### src/alt_pkg.sv
`timescale 1ns / 1ps

package alt_pkg;

	localparam int TABLE_ENTRIES = 64;
	localparam int IDX_W = (TABLE_ENTRIES > 1) ? $clog2(TABLE_ENTRIES) : 1;
	localparam int ADDR_W = 32;
	localparam int SIZE_W = 32;
	localparam int LINE_W = 16;
	localparam int SUM_W = 48;
	localparam int SLOT_W = 6;

	typedef enum logic [1:0] {
		ST_OK      = 2'd0,
		ST_NULL    = 2'd1,
		ST_FULL    = 2'd2,
		ST_MISSING = 2'd3
	} status_t;

	// One request walking down the chain of entry cells.
	typedef struct packed {
		logic              vld;
		logic              free_op;
		logic              null_addr;
		logic [ADDR_W-1:0] key;
		logic [SIZE_W-1:0] size;
		logic [LINE_W-1:0] line;
		logic [IDX_W-1:0]  pos;
		logic              hit;
		logic [IDX_W-1:0]  slot;
		logic [SIZE_W-1:0] fsize;
	} token_t;

endpackage

### src/alt_cell.sv
`timescale 1ns / 1ps

module alt_cell (
	input  logic           clk,
	input  logic           arst_n,
	input  alt_pkg::token_t tok_in,
	output alt_pkg::token_t tok_out
);

	logic [alt_pkg::ADDR_W-1:0] addr_q;
	logic [alt_pkg::SIZE_W-1:0] size_q;
	logic [alt_pkg::LINE_W-1:0] line_q;
	alt_pkg::token_t            tok_q;
	alt_pkg::token_t            tok_nxt;
	logic                       match;
	logic                       act;

	// An allocation takes the first free entry; a free takes the first entry holding the key.
	assign match = tok_in.free_op ? (addr_q == tok_in.key) : (addr_q == '0);
	assign act = tok_in.vld && !tok_in.hit && !tok_in.null_addr && match;

	always_comb begin
		tok_nxt = tok_in;
		tok_nxt.pos = tok_in.pos + alt_pkg::IDX_W'(1);
		if (act) begin
			tok_nxt.hit = 1'b1;
			tok_nxt.slot = tok_in.pos;
			tok_nxt.fsize = size_q;
		end
	end

	always_ff @(posedge clk or negedge arst_n) begin
		if (!arst_n) begin
			addr_q <= '0;
			tok_q <= '0;
		end else begin
			tok_q <= tok_nxt;
			if (act) begin
				addr_q <= tok_in.free_op ? '0 : tok_in.key;
			end
		end
	end

	always_ff @(posedge clk) begin
		if (act && !tok_in.free_op) begin
			size_q <= tok_in.size;
			line_q <= tok_in.line;
		end
	end

	assign tok_out = tok_q;

endmodule

### config.mk
export PLATFORM = sky130hd
export DESIGN_NAME = alt_cell
export DESIGN_NICKNAME = d
export VERILOG_FILES = /design/src/alt_pkg.sv /design/src/alt_cell.sv
export SDC_FILE = /design/constraint.sdc
export NUM_CORES = 1
export LEC_CHECK = 0
export BUFFER_PORTS_ARGS = -buffer_cell sky130_fd_sc_hd__buf_4
export CORE_ASPECT_RATIO = 1.1
export CORE_MARGIN = 1
export CORE_UTILIZATION = 45
export DETAILED_ROUTE_END_ITERATION = 8
export GPL_ROUTABILITY_DRIVEN = 0
export GPL_TIMING_DRIVEN = 0
export PLACE_DENSITY_LB_ADDON = 0.05
export SLEW_MARGIN = 20
export SYNTH_ARGS = -nofsm -noshare
export SYNTH_HDL_FRONTEND = slang
export SYNTH_SLANG_ARGS = --single-unit
### constraint.sdc
create_clock -name clk -period 5.89 [get_ports clk]
set_input_delay 1.4725 -clock clk [delete_from_list [all_inputs] [get_ports clk]]
set_output_delay 1.4725 -clock clk [all_outputs]
set_load 0.05 [all_outputs]
; ---- Word-level counts from Yosys, hierarchy flattened
; Index checks and enable logic that the tools add are counted.
[totals]
inputBits = 130
output_inout_bits = 128
ff_bits = 192
word_cells = 25
[op_classes]
n_reduce_logical = 8
n_addsub = 1
muxes = 3
eq_ne = 1
[op_table]
columns = operator, count
row1 = two-way mux 39 bit, 1
row2 = equality test 32 bit, 1
row3 = logical NOT 32 bit, 1
row4 = two-way mux 32 bit, 1
row5 = "adder 6 x 1 -> 6 bit, second input constant", 1
row6 = logical AND 1 bit, 4
row7 = logical NOT 1 bit, 3
row8 = two-way mux 1 bit, 1

; ---- Depth between registers and ports, before layout
; Gate-level depths: netlist of the first run.
[logic_depth]
word_depth = 5
depth_mapped = 8

; ---- Least setup slack after synthesis of the first run
; No wires, ideal clock.
[synth_timing]
path_type = input -> register
startpoint = input tok_in[38] (netlist bit)
endpoint = register size_q[0] (netlist bit), enable pin
n_path_buf = 2
setup_slack_ns = 3.023
t_arrival_ns = 2.489
setup_time_ns = 0.377
path_stages = 5
required_time_ns = 5.513
cell_sequence = nor2_1 > o211a_1 > nor2b_1 > buf_2 > buf_2
[synth_between]
elab_chain_len = 5
[synth_rtl]
columns = item, line_no
row1 = start: declaration, alt_cell.sv:6  ; input alt_pkg::token_t tok_in,
row2 = logical NOT 1 bit, alt_cell.sv:20  ; assign act = tok_in.vld && !tok_in.hit && !tok_in.null_addr && match;
row3 = logical AND 1 bit (3 in a row), alt_cell.sv:20
row4 = logical AND 1 bit, alt_cell.sv:45  ; if (act && !tok_in.free_op) begin
row5 = end signal: assignment, alt_cell.sv:46  ; size_q <= tok_in.size;
row6 = end: declaration, alt_cell.sv:11  ; logic [alt_pkg::SIZE_W-1:0] size_q;
; No other way between the ends.
; A chain may end at the register's enable or synchronous reset.

==> impl_metrics.csv, run 1 <==
group,metric,value,unit
global_route,grt_pass1_vias,4051,
layout,finalNetCount,750,
synth,ys_seq_area_share,77.4,%
global_route,antenna_found_initial,0,
synth,synth_adder_area_share,0.195,%
die,floorplan.die.width,116,um
layout,final.fill_count,1051,
synth,synth_mux_area_share,8.84,%
clock_tree,post_cts.repair.setup_buffers,0,
clock_tree,post_cts_hold_buffer_count,0,
layout,diodes,0,
synth,post_synth_num_cell_types,21,
drt,drtPass1Iterations,4,
synth,syn-instance-count,342,
clock_tree,post_cts.resized_instances,0,
global_route,gr-usage-all-layers,19.7,%
setup_path,setup.worst_path.class,"input pin to flip-flop",
sta,normalized_max_slew_margin,38.3,%
power_and_ir_drop,p_int,2.27,mW
clock_tree,clock_sinks,192,
clock_tree,cts.clk_slew.worst_paths,60,ps
die,design.die.area,0.0147,sq mm
synth,synth_area_per_cell,18.7,sq um
worst_hold_path,worst_hold_path_type,"flip-flop to flip-flop",
global_route,overflow,0,
layout,final_layout_size_suffix_gt1_share,53.8,%
clock_tree,cts.path.max_buffers,2,
clock_tree,cts_htree_levels,4,
sta,maxSlewViolCount,0,
synth,syn_nets,473,
global_route,grt_pass1_wl,20900,um
layout,area_added_between_synthesis_and_finish,43.4,%
clock_tree,worst_skew_pair.late_latency,420,ps
synth,netlist_area,0.00641,sq mm
global_route,maximum_number_of_pins_on_one_net_before_global_route_repair,104,
sta,post-route-min-period,3020,ps
die,row_count,45,
setup_path,startpoint_class_of_the_critical_path,"input pin",
synth,synth_top_family_by_area,"multiplexers",
power_and_ir_drop,power.combinational.fraction,16.3,%
drt,avgRoutedWirePerCell,16.8,um
die,die-height,127,um
placement,dpl.hpwl,10100,um
setup_path,critical_path.endpoint_type,"flip-flop",
setup_path,worst-endpoint-required,6190,ps
outcome,status,"complete, no violations",
drt,drt-initial-drc-count,112,
sta,fin_tns_setup,0,ps
placement,place.detailed.instances,788,
power_and_ir_drop,power.net_switching,835,uW
die,floorplan.core_area,0.0139,sq mm
power_and_ir_drop,power.ir.vdd_worst,0.210,mV
layout,fin_cells,820,
clock_tree,cts-root-buf,"clkbuf_16",
power_and_ir_drop,power.density,338,mW/mm^2
synth,synth.ff_latch_count,192,
power_and_ir_drop,switching_share,26.9,%
sta,finalSetupViolCount,0,
setup_path,worstPathMaxFanout,10,
clock_tree,cts_tree,"yes",
sta,layout_worst_path_cycle_share,51.4,%
clock_tree,total_cts_buffers,17,
sta,achievable-frequency,0.331,GHz
synth,synth_simple_gate_area_share,2.69,%
synth,synth_compound_gate_area_share,4.61,%
die,pin_count,258,
drt,via_count,3841,
die,start_util,46.3,%
drt,antenna_violating_nets_post_route,0,
sta,worstMarginPinSlew,925,ps
power_and_ir_drop,p_seq_share,48.6,%
sta,grt_setup_unrepaired,"no",
placement,io_buffers,257,
synth,synthesis.yosys.warnings,0,
job,drv_cap,0,
synth,synth-xor-area-share,4.92,%
power_and_ir_drop,clockPowerShare,35.1,%
power_and_ir_drop,power.leakage,4.46,nW
sta,finalHoldViolCount,0,
sta,finClkSkew,9.10,ps
setup_path,timing.critical_path.arrival,3330,ps
drt,totalWireLength,13800,um
drt,detail_route.vias_per_cell,4.68,
drt,route.detailed.drc,0,
area by class of cell:
| cell class | instances | area (sq um) | area share (%) |
|---|---|---|---|
| Multi-Input combinational cell | 138 | 1360 | 14.8 |
| Timing Repair Buffer | 258 | 1960 | 21.4 |
| Clock inverter | 10 | 75.1 | 0.817 |
| Clock buffer | 22 | 505 | 5.50 |
| Inverter | 1 | 3.75 | 0.0408 |
| Tap cell | 188 | 235 | 2.56 |
| Buffer | 11 | 80.1 | 0.871 |
| Sequential cell | 192 | 4960 | 54.0 |
through the flow:
stage | setup WS (ps) | util (%) | power (mW) | hold WS [ps] | cell area (sq um)
global route | 2740 | 66.4 | 3.23 | 489 | 9190
detailed placement | 2390 | 62.2 | 2.04 | 465 | 8610
CTS | 2800 | 66.4 | 3.14 | 480 | 9190
finish | 2870 | 66.4 | 3.10 | 477 | 9190
floorplan | 3020 | - | 1.82 | 455 | 6410
global placement | 2400 | 61.9 | 2.03 | 457 | 8580
critical path, cell delays in order:
cell	delay, ps
buf_4	120
xor2_1	180
nor4_1	460
nand4_1	180
o21ai_1	180
nand2_2	190
buf_6	220
mux2_4	300
layout by cell type, fill, tap and decap left out, drive strengths merged:
cell	Yosys	final
xor2	33	33
and3	1	1
edfxtp	32	32
o21ai	1	1
nor2	2	2
nand4	4	4
inv	1	3
nor4	16	16
ha	1	1
mux2	38	38
nand2	1	1
a22o	32	32
nand2b	1	1
buf	11	269
clkinv	0	6
nand3	3	3
clkbuf	0	22
dfrtp	160	160
nor2b	1	1
o211a	1	1
xnor2	3	3
clkinvlp	0	2
Yosys cell counts:
cell,count,area share [%]
dfrtp_1,160,62
mux2_4,37,8.7
xor2_1,33,4.5
a22o_1,32,4.4
edfxtp_1,32,15
nor4_1,16,1.6
buf_2,7,0.55
buf_6,4,0.70
nand4_1,4,0.39
nand3_1,3,0.23
xnor2_1,3,0.41
nor2_1,2,0.12
and3_1,1,0.098
ha_1,1,0.20
inv_1,1,0.058
mux2_2,1,0.18
nand2_2,1,0.098
nand2b_1,1,0.098
nor2b_1,1,0.098
o211a_1,1,0.16
o21ai_1,1,0.078
power by group through the flow:
| stage | Sequential, mW | Clock [mW] | Combinational (mW) |
|---|---|---|---|
| detailed placement | 1.53 | 0 | 0.512 |
| finish | 1.51 | 1.09 | 0.507 |
| global route | 1.52 | 1.17 | 0.538 |
| floorplan | 1.70 | 0 | 0.121 |
| global placement | 1.53 | 0 | 0.503 |
| CTS | 1.51 | 1.11 | 0.514 |
state kept, by name (all words and copies together) (netlist names):
register,count
tok_out,128
addr_q,32
size_q,32
layer usage:
layer	vias to the layer above	track usage, %	share of wire, %
met5	-	0	0
met4	0	7.62	1.7
met3	17	5.31	6.1
met2	141	34.7	55
met1	1906	22.5	38
li1	1777	-	-
worst paths after layout:
check	slack, ps	to	from	cells past startpoint
worst max-delay path	2870	tok_out[3]	tok_in[120]	8
worst min-delay path	480	tok_out[19]	size_q[19]	1
worst max register to register	3170	size_q[20]	addr_q[6]	7
worst min register to register	480	tok_out[19]	size_q[19]	1
max in group asynchronous	4060	tok_out[53]	arst_n	2
min in group asynchronous	960	tok_out[19]	arst_n	1
logic make-up (layout without fill, tap and decap cells):
| family | Yosys count | count (layout) |
|---|---|---|
| buffers and inverters | 12 | 302 |
| xor gates and xnor gates | 36 | 36 |
| and+or+nand+nor | 29 | 29 |
| DFF | 192 | 192 |
| AOI/OAI and AO/OA | 34 | 34 |
| adders and majority gates | 1 | 1 |
| muxes | 38 | 38 |
Power figures use the tool's default switching activity.
==> run 2: changes to the inputs <==
--- a/config.mk
+++ b/config.mk
@@ -5,6 +5,7 @@
 export SDC_FILE = /design/constraint.sdc
 export NUM_CORES = 1
 export LEC_CHECK = 0
+export ABC_AREA = 1
 export BUFFER_PORTS_ARGS = -buffer_cell sky130_fd_sc_hd__buf_4
 export CORE_ASPECT_RATIO = 1.1
 export CORE_MARGIN = 1
==> constraint.sdc (replaced) <==
create_clock -name clk -period 3.1 [get_ports clk]
set_input_delay 0.775 -clock clk [delete_from_list [all_inputs] [get_ports clk]]
set_output_delay 0.775 -clock clk [all_outputs]
set_load 0.05 [all_outputs]
==> run 2 against run 1 <==
Compared with the run above:
- core utilization is 1.0 points lower
- first-iteration DRC count up 81%
- clock power up 94%
- power up 94%
- sequential power grew 89%
- critical path depth is the same
- worst setup slack lost 1900 ps
- sequential cell count did not move
- via count up 23%
- die area up 2.7%
- hold slack got worse by 120 ps
- critical path type is now flip-flop to flip-flop
==> impl_metrics.csv, run 2 <==
group,metric,value,unit
setup_path,critical_r2r_launch,"addr_q[7]",
synth,synth-edff-count,32,
synth,netlist_area,0.00659,sq mm
global_route,grt_pass1_vias,4745,
synth,synth_adder_area_share,0.190,%
clock_tree,total_cts_buffers,17,
setup_path,setup.worst_path.class,"flip-flop to flip-flop",
die,start_util,45.9,%
sta,finalSetupViolCount,0,
power_and_ir_drop,power.combinational.fraction,17.3,%
synth,ys_seq_area_share,75.4,%
synth,synth-xor-area-share,3.99,%
clock_tree,post_cts.resized_instances,0,
synth,async_reset_ff_share,83.3,%
die,floorplan.die.width,117,um
synth,synthMostInstantiatedCell,"nand2_1",
clock_tree,post_cts_hold_buffer_count,0,
sta,hold_ws,354,ps
synth,cell_accounting_for_the_most_synthesized_area,"dfrtp_1",
outcome,status,"complete, no violations",
setup_path,combined_buffer_and_inverter_count_along_the_critical_path,2,
synth,yosysTopAreaCellShare,60.8,%
drt,antenna_violating_nets_post_route,0,
setup_path,startpoint_class_of_the_critical_path,"flip-flop",
global_route,antenna_found_initial,0,
setup_path,rr_endpoint,"size_q[19]",
sta,worstMarginPinSlew,722,ps
layout,mostFrequentLayoutCells,"buf_4 (263), nand2_1 (222), dfrtp_1 (160), nand3_1 (42), edfxtp_1 (32)",
layout,layout.cells.most_common,"buf_4",
clock_tree,worst_skew_pair.late_latency,430,ps
clock_tree,cts.clk_slew.worst_paths,70,ps
clock_tree,cts_tree,"yes",
global_route,gr-usage-all-layers,21.4,%
drt,via_count,4741,
synth,syn_nets,685,
power_and_ir_drop,clockPowerShare,35.1,%
drt,totalWireLength,15400,um
die,floorplan.core_area,0.0143,sq mm
synth,yosys-top-cells-area,"dfrtp_1 (61%), edfxtp_1 (15%), nand2_1 (13%), xnor2_1 (3.7%), nand3_1 (3.2%)",
sta,normalized_max_slew_margin,51.9,%
sta,achievable-frequency,0.462,GHz
synth,synth_top_cells_by_count,"nand2_1 (222), dfrtp_1 (160), nand3_1 (42)",
synth,synth_top_family_by_area,"simple AND/OR/NAND/NOR gates",
power_and_ir_drop,p_int,4.32,mW
die,pin_count,258,
sta,finalHoldViolCount,0,
power_and_ir_drop,power.net_switching,1.68,mW
layout,largest_register_ff_count,128,
layout,finalNetCount,962,
sta,post-route-min-period,2160,ps
setup_path,r2r.worst_path.cells,8,
power_and_ir_drop,power.leakage,4.68,nW
clock_tree,clock_sinks,192,
worst_hold_path,worst_hold_path_type,"input pin to async pin",
sta,layout_worst_path_cycle_share,69.8,%
job,drv_cap,0,
layout,area_added_between_synthesis_and_finish,42.1,%
clock_tree,cts_htree_levels,4,
drt,route.detailed.drc,0,
layout,diodes,0,
power_and_ir_drop,p_seq_share,47.6,%
global_route,maximum_number_of_pins_on_one_net_before_global_route_repair,93,
synth,synth_simple_gate_area_share,17.7,%
placement,dpl.hpwl,11300,um
sta,finClkSkew,10.4,ps
sta,grt_setup_unrepaired,"no",
global_route,overflow,0,
drt,drtPass1Iterations,4,
layout,final.fill_count,1123,
layout,final_layout_size_suffix_gt1_share,36.5,%
power_and_ir_drop,switching_share,28.0,%
clock_tree,post_cts.repair.setup_buffers,0,
setup_path,critPathMaxStageDelay,460,ps
synth,synth_area_per_cell,11.9,sq um
synth,synthesis.yosys.warnings,0,
setup_path,worstPathMaxFanout,41,
setup_path,regToRegSetupSlack,940,ps
placement,io_buffers,257,
clock_tree,cts.path.max_buffers,2,
setup_path,timing.critical_path.arrival,2220,ps
setup_path,worst-endpoint-required,3160,ps
sta,fin_tns_setup,0,ps
drt,drt-initial-drc-count,203,
setup_path,critical-path-slowest-cell,"buf_4",
sta,maxSlewViolCount,0,
die,design.die.area,0.0151,sq mm
power_and_ir_drop,power.density,642,mW/mm^2
synth,post_synth_num_cell_types,14,
setup_path,critical_path.endpoint_type,"flip-flop",
synth,ys_dominant_reg_cell,"dfrtp_1",
die,die-height,129,um
drt,detail_route.vias_per_cell,4.58,
drt,avgRoutedWirePerCell,14.9,um
clock_tree,cts-root-buf,"clkbuf_16",
synth,synth_compound_gate_area_share,0.133,%
synth,synth.ff_latch_count,192,
synth,syn-instance-count,554,
power_and_ir_drop,power.ir.vdd_worst,0.411,mV
die,row_count,46,
global_route,grt_pass1_wl,24400,um
setup_path,worstPathCellList,"nor2_1 > nand2_1 > nor2_1 > nand4_1 > a21oi_2 > nand2_1 > inv_2 > buf_4",
setup_path,crit_family,"buffers and inverters",
synth,synth_mux_area_share,0,%
## run 2: cell types whose count changed after synthesis, moves of 28 or more
cell     previous run  this run
xor2_1             33         2
nor2_1              2        30
nand2_1             0       222
a22o_1             32         0
nand3_1             3        42
mux2_4             37         0
## run 2: per-stage QoR
step	power [mW]	worst slack, ps	instances	utilization (%)	cell area (sq um)
2_1_floorplan	3.51	1200	554	-	6590
3_3_place_gp	3.92	474	1003	61.1	8750
3_5_place_dp	3.95	621	1004	61.3	8790
6_report	6.01	937	1036	65.3	9360
4_1_cts	6.08	912	1036	65.3	9360
5_1_grt	6.26	748	1036	65.3	9360
## run 2: cells by family (layout without fill, tap and decap cells)
kind of cell,after synthesis,in the layout
AOI/OAI and AO/OA,1,1
xor gates and xnor gates,30,30
adders and majority gates,1,1
buffers and inverters,34,324
DFF,192,192
and+or+nand+nor,296,296
## run 2: worst max path at each step
stage	to	from	cells past startpoint
global route	size_q[27]	addr_q[17]	8
global placement	addr_q[16]	arst_n	1
detailed placement	size_q[21]	tok_in[38]	7
CTS	size_q[27]	addr_q[7]	8
floorplan	size_q[0]	tok_in[38]	6
finish	size_q[19]	addr_q[7]	8
## run 2: final cells by class
cell class	count	area, sq um	area share [%]
repair buffers	258	1960	21.0
multi-input cells	328	1450	15.5
inverters	16	60.1	0.642
flip-flops and latches	192	4960	53.0
well taps	192	240	2.57
plain buffers	18	108	1.15
clock inverters	13	138	1.47
clock buffers	19	433	4.63
## run 2: power by group through the flow
stage | Sequential [mW] | Clock [mW] | Combinational [mW]
6_report | 2.86 | 2.11 | 1.04
5_1_grt | 2.88 | 2.25 | 1.13
4_1_cts | 2.86 | 2.17 | 1.05
3_5_place_dp | 2.91 | 0 | 1.05
3_3_place_gp | 2.90 | 0 | 1.02
2_1_floorplan | 3.23 | 0 | 0.274
## run 2: layer usage
metal	part of all wire, %	track usage [%]
met1	41	25.9
met5	0	0
met2	51	36.1
met3	5.7	6.03
met4	1.8	8.94
==> run 3: changes to the inputs <==
==> constraint.sdc (replaced) <==
create_clock -name clk -period 2.3 [get_ports clk]
set_input_delay 0.575 -clock clk [delete_from_list [all_inputs] [get_ports clk]]
set_output_delay 0.575 -clock clk [all_outputs]
set_load 0.05 [all_outputs]
==> run 3 against run 2 <==
Compared with the run above:
- design area about the same
- critical path depth unchanged
- maximum frequency up 6.3%
- sequential power up 35%
- power up 35%
- core utilization about the same
- critical endpoint unchanged
==> impl_metrics.csv, run 3 (synthesized netlist as in run 2, its figures left out) <==
group,metric,value,unit
sta,finClkSkew,10.2,ps
clock_tree,cts.path.max_buffers,2,
layout,largest_register_ff_count,128,
layout,layout.cells.most_common,"buf_4",
sta,normalized_max_slew_margin,52.0,%
drt,antenna_violating_nets_post_route,0,
layout,final_layout_size_suffix_gt1_share,36.5,%
power_and_ir_drop,power.ir.vdd_worst,0.552,mV
setup_path,timing.critical_path.arrival,2120,ps
setup_path,critPathMaxStageDelay,400,ps
placement,dpl.hpwl,11300,um
power_and_ir_drop,power.leakage,4.68,nW
clock_tree,total_cts_buffers,17,
setup_path,worst-path-stages,8,
setup_path,critical-path-slowest-cell,"dfrtp_1",
layout,postLayoutCoreUtil,65.3,%
setup_path,worst-endpoint-required,2390,ps
drt,totalWireLength,15400,um
sta,achievable-frequency,0.492,GHz
global_route,gr-usage-all-layers,21.4,%
die,design.die.area,0.0151,sq mm
setup_path,crit_family,"simple AND/OR/NAND/NOR gates",
sta,final_worst_setup_slack,266,ps
sta,worstMarginPinSlew,720,ps
die,floorplan.core_area,0.0143,sq mm
setup_path,worstPathCellList,"nor2_1 > nand2_1 > nor2_1 > nand4_1 > a21oi_2 > nand2_1 > inv_2 > buf_6",
setup_path,combined_buffer_and_inverter_count_along_the_critical_path,2,
clock_tree,cts-root-buf,"clkbuf_16",
clock_tree,cts_tree,"yes",
die,pin_count,258,
layout,mostFrequentLayoutCells,"buf_4 (262), nand2_1 (222), dfrtp_1 (160), nand3_1 (42), edfxtp_1 (32)",
global_route,overflow,0,
drt,route.detailed.drc,0,
drt,detail_route.vias_per_cell,4.55,
setup_path,r2r.worst_path.cells,8,
clock_tree,clock_sinks,192,
setup_path,critical_r2r_launch,"addr_q[7]",
sta,finalSetupViolCount,0,
sta,maxSlewViolCount,0,
sta,grt_setup_unrepaired,"no",
setup_path,critical_path.endpoint_type,"flip-flop",
worst_hold_path,worst_hold_path_type,"input pin to async pin",
die,start_util,45.9,%
global_route,grt_pass1_vias,4745,
placement,io_buffers,257,
sta,post-route-min-period,2030,ps
die,floorplan.die.width,117,um
placement,preCtsSetupSlack,20.9,ps
global_route,antenna_found_initial,0,
sta,finalHoldViolCount,0,
clock_tree,worst_skew_pair.late_latency,430,ps
drt,avgRoutedWirePerCell,14.9,um
clock_tree,cts.clk_slew.worst_paths,70,ps
job,drv_cap,0,
layout,area_added_between_synthesis_and_finish,42.2,%
drt,via_count,4716,
die,die-height,129,um
setup_path,startpoint_class_of_the_critical_path,"flip-flop",
sta,layout_worst_path_cycle_share,88.4,%
global_route,maximum_number_of_pins_on_one_net_before_global_route_repair,93,
clock_tree,post_cts.repair.setup_buffers,0,
setup_path,worstPathMaxFanout,41,
setup_path,regToRegSetupSlack,270,ps
clock_tree,post_cts_hold_buffer_count,0,
setup_path,setup.worst_path.class,"flip-flop to flip-flop",
global_route,grt_pass1_wl,24400,um
drt,drtPass1Iterations,4,
layout,diodes,0,
power_and_ir_drop,power.density,864,mW/mm^2
setup_path,rr_endpoint,"size_q[19]",
outcome,status,"complete, no violations",
layout,finalNetCount,962,
die,row_count,46,
clock_tree,cts_htree_levels,4,
drt,drt-initial-drc-count,160,
==> run 3: cell counts in the layout (fill, tap and decap cells not counted) <==
No cell type changed its count.
==> run 3: power by group <==
| group | total, mW | switching (mW) | internal, mW |
|---|---|---|---|
| Clock | 2.84 | 1.24 | 1.60 |
| Sequential | 3.86 | 0.149 | 3.71 |
| Combinational | 1.40 | 0.881 | 0.515 |
==> run 3: what timing repair did <==
item / in CTS / in global routing
endpoints found under the setup margin: 0 / 34
endpoints found under the hold margin: 0 / 0
resized for setup: 0 / 1
==> run 3: per-stage QoR <==
stage	total power, mW	instance area [sq um]	TNS (ps)	cells	hold slack (ps)
floorplan	4.73	6590	0	554	279
global placement	5.28	8750	-18550	1003	462
detailed placement	5.33	8790	0	1004	463
CTS	8.19	9360	0	1036	188
global route	8.43	9360	0	1036	203
finish	8.09	9360	0	1036	150
==> run 3: worst reg2reg max path: stages (launching register included) <==
cell     delay, ps
dfrtp_1        400
nor2_1         140
nand2_1         70
nor2_1         160
nand4_1        130
a21oi_2        220
nand2_1         90
inv_2          120
buf_6          350
==> run 3: per-layer routing <==
| metal | global-route usage (%) | wire length [um] | share of wire (%) |
|---|---|---|---|
| met1 | 25.9 | 6280 | 41 |
| met2 | 36.1 | 7950 | 52 |
| met3 | 6.03 | 882 | 5.7 |
| met4 | 8.94 | 294 | 1.9 |
| met5 | 0 | 0 | 0 |
==> run 3: worst max path at each step <==
stage	startpoint	to	slack, ps
4_1_cts	addr_q[7]	size_q[27]	110
5_1_grt	addr_q[17]	size_q[27]	90
3_5_place_dp	tok_in[38]	size_q[21]	20
6_report	addr_q[7]	size_q[19]	270
2_1_floorplan	addr_q[15]	size_q[0]	560
3_3_place_gp	arst_n	addr_q[16]	-130
==> run 3: final cells by class <==
| cell class | instances | area [sq um] |
|---|---|---|
| fill | 1123 | 4970 |
| sequential | 192 | 4960 |
| timing repair buffer | 258 | 1960 |
| multi-input combinational | 328 | 1450 |
| clock buffer | 19 | 433 |
| tap | 192 | 240 |
| clock inverter | 13 | 138 |
| buffer | 18 | 111 |
| inverter | 16 | 60.1 |
